`config.mk`:
```
export PLATFORM = sky130hd
export DESIGN_NAME = postfix_stack_evaluator
export DESIGN_NICKNAME = d
export VERILOG_FILES = /design/src/sv/pse_pkg.sv /design/src/sv/pse_ram.sv /design/src/sv/pse_div.sv /design/src/sv/postfix_stack_evaluator.sv
export SDC_FILE = /design/constraint.sdc
export NUM_CORES = 2
export LEC_CHECK = 0
export ABC_AREA = 1
export BUFFER_PORTS_ARGS = -buffer_cell sky130_fd_sc_hd__buf_4
export CAP_MARGIN = 20
export CORE_UTILIZATION = 26
export CTS_BUF_LIST = sky130_fd_sc_hd__clkbuf_16
export CTS_CLUSTER_SIZE = 8
export DETAILED_ROUTE_END_ITERATION = 12
export HOLD_SLACK_MARGIN = 0.06
export SYNTH_ARGS = -nofsm -noshare
export SYNTH_HDL_FRONTEND = slang
export SYNTH_HIERARCHICAL = 1
export SYNTH_SLANG_ARGS = --single-unit
```
`constraint.sdc`:
```
create_clock -name clk -period 24.2 [get_ports clk]
set_input_delay 4.84 -clock clk [delete_from_list [all_inputs] [get_ports clk]]
set_output_delay 4.84 -clock clk [all_outputs]
set_load 0.1 [all_outputs]
```
`src/sv/pse_pkg.sv`:
```
`default_nettype none

package pse_pkg;

	localparam int STACK_DEPTH = 64;
	localparam int ADDR_W      = $clog2(STACK_DEPTH);
	localparam int CNT_W       = $clog2(STACK_DEPTH + 1);
	localparam int WORD_W      = 32;
	localparam int DIV_STEPS   = WORD_W;
	localparam int STEP_W      = $clog2(DIV_STEPS + 1);

	localparam logic [7:0] SYM_ADD  = 8'h2B;
	localparam logic [7:0] SYM_SUB  = 8'h2D;
	localparam logic [7:0] SYM_MUL  = 8'h2A;
	localparam logic [7:0] SYM_DIV  = 8'h2F;
	localparam logic [7:0] SYM_ZERO = 8'h30;

	typedef enum logic [2:0] {
		ST_OK        = 3'd0,
		ST_UNDERFLOW = 3'd1,
		ST_FULL      = 3'd2,
		ST_DIVZERO   = 3'd3,
		ST_EMPTY     = 3'd4
	} status_t;

	typedef struct packed {
		logic              start;
		logic [WORD_W-1:0] dividend;
		logic [WORD_W-1:0] divisor;
	} div_req_t;

	typedef struct packed {
		logic              done;
		logic              div_zero;
		logic [WORD_W-1:0] quotient;
	} div_rsp_t;

endpackage

`default_nettype wire

```
`src/sv/pse_ram.sv`:
```
`default_nettype none

module pse_ram #(
	parameter int WIDTH = 32,
	parameter int DEPTH = 64
) (
	input  wire logic                     clk,
	input  wire logic                     we,
	input  wire logic [$clog2(DEPTH)-1:0] waddr,
	input  wire logic [WIDTH-1:0]         wdata,
	input  wire logic                     re,
	input  wire logic [$clog2(DEPTH)-1:0] raddr,
	output logic      [WIDTH-1:0]         rdata
);

	logic [WIDTH-1:0] mem [DEPTH];

	always_ff @(posedge clk) begin
		if (we) begin
			mem[waddr] <= wdata;
		end
		if (re) begin
			rdata <= mem[raddr];
		end
	end

endmodule

`default_nettype wire

```
`src/sv/pse_div.sv`:
```
`default_nettype none

module pse_div (
	input  wire logic              clk,
	input  wire logic              arst_n,
	input  wire pse_pkg::div_req_t req,
	output pse_pkg::div_rsp_t      rsp
);

	import pse_pkg::*;

	logic              busy_q;
	logic [STEP_W-1:0] cnt_q;
	logic [WORD_W-1:0] rem_q;
	logic [WORD_W-1:0] quo_q;
	logic [WORD_W-1:0] den_q;
	logic              neg_q;
	logic              zero_q;
	logic              done_q;
	logic [WORD_W-1:0] result_q;

	logic [WORD_W-1:0] mag_a;
	logic [WORD_W-1:0] mag_b;
	logic [WORD_W:0]   shifted;
	logic [WORD_W:0]   diff;
	logic              fits;

	assign mag_a   = req.dividend[WORD_W-1] ? (WORD_W'(0) - req.dividend) : req.dividend;
	assign mag_b   = req.divisor[WORD_W-1] ? (WORD_W'(0) - req.divisor) : req.divisor;
	assign shifted = {rem_q, quo_q[WORD_W-1]};
	assign diff    = shifted - {1'b0, den_q};
	assign fits    = !diff[WORD_W];

	always_ff @(posedge clk or negedge arst_n) begin
		if (!arst_n) begin
			busy_q <= 1'b0;
			done_q <= 1'b0;
			cnt_q  <= '0;
		end else begin
			done_q <= busy_q && (cnt_q == STEP_W'(DIV_STEPS));
			if (req.start && !busy_q) begin
				busy_q <= 1'b1;
				cnt_q  <= '0;
			end else if (busy_q) begin
				if (cnt_q == STEP_W'(DIV_STEPS)) begin
					busy_q <= 1'b0;
				end else begin
					cnt_q <= cnt_q + STEP_W'(1);
				end
			end
		end
	end

	// restoring division, one quotient bit per cycle, sign fixed in the final cycle
	always_ff @(posedge clk) begin
		if (req.start && !busy_q) begin
			rem_q  <= '0;
			quo_q  <= mag_a;
			den_q  <= mag_b;
			neg_q  <= req.dividend[WORD_W-1] ^ req.divisor[WORD_W-1];
			zero_q <= (mag_b == '0);
		end else if (busy_q) begin
			if (cnt_q == STEP_W'(DIV_STEPS)) begin
				if (zero_q) begin
					result_q <= '0;
				end else if (neg_q) begin
					result_q <= WORD_W'(0) - quo_q;
				end else begin
					result_q <= quo_q;
				end
			end else begin
				rem_q <= fits ? diff[WORD_W-1:0] : shifted[WORD_W-1:0];
				quo_q <= {quo_q[WORD_W-2:0], fits};
			end
		end
	end

	assign rsp.done     = done_q;
	assign rsp.div_zero = zero_q;
	assign rsp.quotient = result_q;

endmodule

`default_nettype wire

```
`src/sv/postfix_stack_evaluator.sv`:
```
// Per request: an operand passes through S_PUSH; + - * through S_EXEC and S_PUSH; /
// through S_EXEC, S_DIV (serial divider, one quotient bit per cycle) and S_PUSH. A
// request marked last adds S_EMIT, which waits while out_valid is up and out_ready low,
// before the result reaches the output register. One request is in flight at a time.
// Reset (arst_n low, asynchronous) empties the stack, clears the error code and out_valid;
// stack memory contents are not cleared, entries at or above the count are never used.
`default_nettype none

module postfix_stack_evaluator (
	input  wire logic        clk,
	input  wire logic        arst_n,
	input  wire logic        in_valid,
	output logic             in_ready,
	input  wire logic [7:0]  symbol,
	input  wire logic        last,
	output logic             out_valid,
	input  wire logic        out_ready,
	output logic signed [31:0] value,
	output logic [2:0]       status
);

	import pse_pkg::*;

	typedef enum logic [4:0] {
		S_IDLE = 5'b00001,
		S_EXEC = 5'b00010,
		S_DIV  = 5'b00100,
		S_PUSH = 5'b01000,
		S_EMIT = 5'b10000
	} state_t;

	state_t            state_q;
	logic [CNT_W-1:0]  count_q;
	status_t           err_q;
	logic [7:0]        sym_q;
	logic              last_q;
	logic              op_q;
	logic [WORD_W-1:0] top_q;
	logic [WORD_W-1:0] res_q;
	logic              out_valid_q;
	logic [WORD_W-1:0] value_q;
	logic [2:0]        status_q;

	logic              accept;
	logic              is_op;
	logic [WORD_W-1:0] rd_data;
	logic [WORD_W-1:0] left;
	logic [WORD_W-1:0] right;
	logic              short;
	logic [WORD_W-1:0] push_val;
	logic              full;
	logic              emit_fire;
	logic              ram_we;
	div_req_t          div_req;
	div_rsp_t          div_rsp;

	assign in_ready  = (state_q == S_IDLE);
	assign accept    = in_valid && in_ready;
	assign is_op     = (symbol == SYM_ADD) || (symbol == SYM_SUB) ||
	                   (symbol == SYM_MUL) || (symbol == SYM_DIV);

	// right operand is the cached top, left is read from memory at count-2
	assign right     = (count_q >= CNT_W'(1)) ? top_q : '1;
	assign left      = (count_q >= CNT_W'(2)) ? rd_data : '1;
	assign short     = (count_q < CNT_W'(2));
	assign push_val  = op_q ? res_q : ({24'b0, sym_q} - {24'b0, SYM_ZERO});
	assign full      = (count_q == CNT_W'(STACK_DEPTH));
	assign ram_we    = (state_q == S_PUSH) && !full;
	assign emit_fire = (state_q == S_EMIT) && (!out_valid_q || out_ready);

	assign div_req.start    = (state_q == S_EXEC) && (sym_q == SYM_DIV);
	assign div_req.dividend = left;
	assign div_req.divisor  = right;

	pse_ram #(
		.WIDTH (WORD_W),
		.DEPTH (STACK_DEPTH)
	) u_stack (
		.clk   (clk),
		.we    (ram_we),
		.waddr (count_q[ADDR_W-1:0]),
		.wdata (push_val),
		.re    (accept),
		.raddr (ADDR_W'(count_q - CNT_W'(2))),
		.rdata (rd_data)
	);

	pse_div u_div (
		.clk    (clk),
		.arst_n (arst_n),
		.req    (div_req),
		.rsp    (div_rsp)
	);

	always_ff @(posedge clk or negedge arst_n) begin
		if (!arst_n) begin
			state_q     <= S_IDLE;
			count_q     <= '0;
			err_q       <= ST_OK;
			out_valid_q <= 1'b0;
		end else begin
			if (emit_fire) begin
				out_valid_q <= 1'b1;
			end else if (out_valid_q && out_ready) begin
				out_valid_q <= 1'b0;
			end
			case (state_q)
				S_IDLE: begin
					if (accept) begin
						state_q <= is_op ? S_EXEC : S_PUSH;
					end
				end
				S_EXEC: begin
					if (short && err_q == ST_OK) begin
						err_q <= ST_UNDERFLOW;
					end
					count_q <= short ? '0 : (count_q - CNT_W'(2));
					state_q <= (sym_q == SYM_DIV) ? S_DIV : S_PUSH;
				end
				S_DIV: begin
					if (div_rsp.done) begin
						if (div_rsp.div_zero && err_q == ST_OK) begin
							err_q <= ST_DIVZERO;
						end
						state_q <= S_PUSH;
					end
				end
				S_PUSH: begin
					if (full) begin
						if (err_q == ST_OK) begin
							err_q <= ST_FULL;
						end
					end else begin
						count_q <= count_q + CNT_W'(1);
					end
					state_q <= last_q ? S_EMIT : S_IDLE;
				end
				S_EMIT: begin
					if (emit_fire) begin
						count_q <= '0;
						err_q   <= ST_OK;
						state_q <= S_IDLE;
					end
				end
				default: begin
					state_q <= S_IDLE;
				end
			endcase
		end
	end

	always_ff @(posedge clk) begin
		if (accept) begin
			sym_q  <= symbol;
			last_q <= last;
			op_q   <= is_op;
		end
		if (state_q == S_EXEC) begin
			case (sym_q)
				SYM_ADD: res_q <= left + right;
				SYM_SUB: res_q <= left - right;
				SYM_MUL: res_q <= left * right;
				default: res_q <= '0;
			endcase
		end
		if (state_q == S_DIV && div_rsp.done) begin
			res_q <= div_rsp.quotient;
		end
		if (ram_we) begin
			top_q <= push_val;
		end
		if (emit_fire) begin
			value_q <= (count_q != '0) ? top_q : '0;
			if (err_q != ST_OK) begin
				status_q <= err_q;
			end else if (count_q == '0) begin
				status_q <= ST_EMPTY;
			end else begin
				status_q <= ST_OK;
			end
		end
	end

	assign out_valid = out_valid_q;
	assign value     = value_q;
	assign status    = status_q;

	a_count_bound: assert property (@(posedge clk) disable iff (!arst_n)
		count_q <= CNT_W'(STACK_DEPTH))
		else $error("stack count beyond depth");

	a_emit_clears: assert property (@(posedge clk) disable iff (!arst_n)
		emit_fire |=> (count_q == '0) && (err_q == ST_OK) && out_valid_q)
		else $error("stack or status not cleared after result");

	a_div_done_state: assert property (@(posedge clk) disable iff (!arst_n)
		div_rsp.done |-> (state_q == S_DIV))
		else $error("divider finished outside divide wait");

	a_status_code: assert property (@(posedge clk) disable iff (!arst_n)
		out_valid |-> (status <= 3'd4))
		else $error("status code out of range");

endmodule

`default_nettype wire
```
==> results by group <==
Worst setup path
  • Critical path launch point: count_q[1]
  • Crit path max fanout: 110
  • Crit end category: register
  • Worst r2r src: count_q[1]
  • Crit path kind: reg2reg
  • Cell mode on critical path: inv_1
  • Crit path largest cell delay: 0.87 ns
  • Worst endpoint required time: 24.82 ns
  • Crit start category: register
  • Slowest library cell on the worst path: dfrtp_1
  • CP arrival: 10.85 ns

Yosys
  • Synthesized area: 0.119 mm^2
  • Synth Area in Compound Gates: roughly 2%
  • Largest family of logic cells by synthesized area: simple AND/OR/NAND/NOR gates
  • Ys async rst share: less than 1%
  • Post-synth EDFFs: 2287
  • YS warnings: 6
  • Top-area cell type share of the netlist area: 57.5%
  • Post-Synth Simple-Gate Area: between 20% and 30%
  • Synth area leader: edfxtp_1
  • Count of cell types in the netlist: 63
  • Post-Synth Adder-Cell Area: 8.99%
  • Largest cells by area after synthesis: edfxtp_1 (58%), nand2_1 (12%), nand3_1 (8.9%)
  • Main synth FF type: edfxtp_1
  • Post-synth net total: about 12k
  • Syn_area_per_cell: 10.1 um^2
  • Xor and xnor area share after synthesis: 0.809%
  • Cell count after synthesis: 11.8k
  • Register area share after synthesis: 58.5%
  • Mux share of post-synthesis cell area: 0%
  • Seq cells post-synth: 2342

Route
  • Via count: 85.9k
  • Drt initial violations: 9090
  • Average via count per standard cell: 4.77
  • DRC: 0
  • TritonRoute pass-1 iters: 6
  • Wire length per cell: 20.3 um
  • Post-Route WL: 365 mm
  • Detail Route Antenna Nets: 0

Clock network
  • Clk slew on worst S/H paths: 0.05 ns
  • Post-CTS sizing: 0
  • Clock tree root driver cell: clkbuf_16
  • Total CTS buffers: 333
  • CTS Hold Buffers Added: 0
  • Setup Fix Bufs, Post-CTS: 0
  • Clock tree sinks: about 2.3k
  • H-Tree Depth: 5
  • Clk_lat worst skew: between 0.9 and 1 ns
  • TritonCTS clock tree: yes
  • Maximum root-to-sink buffer count: 4

GRT
  • Largest net degree at the start of global routing: 200
  • Initial antenna violation count: 20
  • GRT Residual Overflow: 0
  • Vias in the first global route: 82.1k
  • First-pass GRT wire length: 538 mm
  • Total GRT Usage: about 15%

STA
  • Slew @ Worst Pin: 1.07 ns
  • Final slew viol count: 0
  • Max-Slew Margin vs Limit: 28.5%
  • Final hold vios: 0
  • Min Tclk post-route: roughly 10 ns
  • Final period util: between 40 and 50%
  • Total negative slack: 0 ns
  • Clock skew: 0.130 ns
  • RSZ-0062 raised after global routing: false
  • Max Freq: about 98 MHz
  • Setup Viol. Count Final: 0

Floorplanning
  • Floorplan core area: 0.457 mm^2
  • DIE AREA: around 0.46 mm^2
  • Die Wd: 680 um
  • Die Span Y: 680 um
  • Floorplan row count: 248
  • Initial Util: 26.1%
  • Top Ports: 50

Run status
  • Status: finished clean

Cells and area
  • Fillers: 46.7k
  • Layout area overhead: 14.0%
  • Layout cells sized above 1: under 10%
  • Net count, final: ~12k

Placed design
  • GP Congestion: 0.922
  • Port bufs: 49
  • Post-DP HPWL: 210 mm

Run
  • Max cap viols: 0

Worst hold path
  • Worst hold-check path type: reg2reg
  • HP Start: u_div/cnt_q[5]
-- worst max-delay path: cells and delay by family, from the launching register on --
family	cells	cell delay, ns
adders and majority gates	10	4.90
AOI/OAI and AO/OA	1	0.06
and+or+nand+nor	17	2.55
DFF	1	0.87
buffers and inverters	11	1.41
-- metrics by stage --
stage	worst slack (ns)	instance area, um^2	hold slack (ns)	std cells	util [%]
floorplan	12.93	119000	0.434	11804	-
global placement	14.20	127000	0.449	17567	27.8
detailed placement	14.12	127000	0.457	17570	27.8
CTS	14.04	136000	0.462	17990	29.8
global route	13.47	136000	0.487	17993	29.8
finish	13.97	136000	0.470	18004	29.8
-- synth_stat cells, types with 6 or more instances --
cell / count
fa_1: 410
o21a_1: 10
nor2_1: 397
nand4_1: 46
nand2_1: 3667
o21ai_0: 148
inv_1: 1222
buf_4: 53
o21ai_1: 15
buf_6: 9
nor4_1: 25
dfrtp_1: 22
edfxtp_1: 2287
buf_2: 298
a31oi_1: 37
o31ai_1: 7
buf_1: 61
nand2_2: 35
a21oi_2: 6
nor2_2: 8
a21boi_0: 14
nand3b_1: 46
xnor2_1: 31
nor3_1: 54
xor2_1: 70
clkbuf_1: 189
or2_2: 22
dfxtp_1: 32
o22ai_1: 6
ha_1: 202
nand2_4: 8
inv_2: 16
a21oi_1: 144
o21bai_1: 15
nand3_1: 2129
-- cells by family after synthesis --
family          after synthesis
simple gates               6463
fa+ha+maj                   612
flops                      2342
xor+xnor                    106
buf+inv                    1855
compound gates              426
-- layout by cell type, fill, tap and decap left out, types with 61 or more instances in the layout --
master     netlist  final
ha_1           202    202
nand2_1       3667   3641
edfxtp_1      2287   2287
nand3_1       2129   2129
clkbuf_16        0    338
buf_4           53    245
nor2_4           4     63
nand2_2         35     61
xor2_1          70     67
fa_1           410    410
o21ai_0        148    142
a21oi_1        144    143
inv_1         1222   1274
nor2_1         397    336
-- state kept, by name (all words and copies together), names as in the netlist --
register / cells
count_q: 7
err_q: 2
last_q: 1
op_q: 1
out_valid: 1
res_q: 32
state_q: 5
status: 3
sym_q: 8
top_q: 32
u_div/busy_q: 1
u_div/cnt_q: 6
u_div/den_q: 32
u_div/done_q: 1
u_div/neg_q: 1
u_div/quo_q: 32
u_div/rem_q: 32
u_div/result_q: 32
u_div/zero_q: 1
u_stack/mem: 2048
u_stack/rdata: 32
value: 32
-- final timing paths --
| check | endpoint | slack (ns) | cells past startpoint |
|---|---|---|---|
| worst min register to register | u_div/cnt_q[5] | 0.47 | 1 |
| worst max register to register | res_q[24] | 13.97 | 39 |
| worst max-delay path | res_q[24] | 13.97 | 39 |
| min in group asynchronous | out_valid | 3.85 | 1 |
| max in group asynchronous | count_q[0] | 20.00 | 1 |
| worst min-delay path | u_div/cnt_q[5] | 0.47 | 1 |
-- final cells by class --
type,count,area [um^2],area share (%)
flip-flops and latches,2342,69900,51.3
multi-input cells,7607,42500,31.2
clock buffers,338,8460,6.21
well taps,6125,7660,5.63
inverters,1240,4710,3.46
repair buffers,257,2080,1.53
clock inverters,82,762,0.560
diodes,13,32.5,0.0239
-- routing by layer --
layer	GRT usage (%)	up-vias	share of wire, %
met3	2.81	646	9.4
li1	-	39197	-
met1	21.2	42095	42
met5	0	-	0
met2	23.9	3930	45
met4	5.63	0	3.9
Power is left out: the tool's default activity adds up to more than one toggle a clock period on the data nets, which glitch-free logic cannot reach.
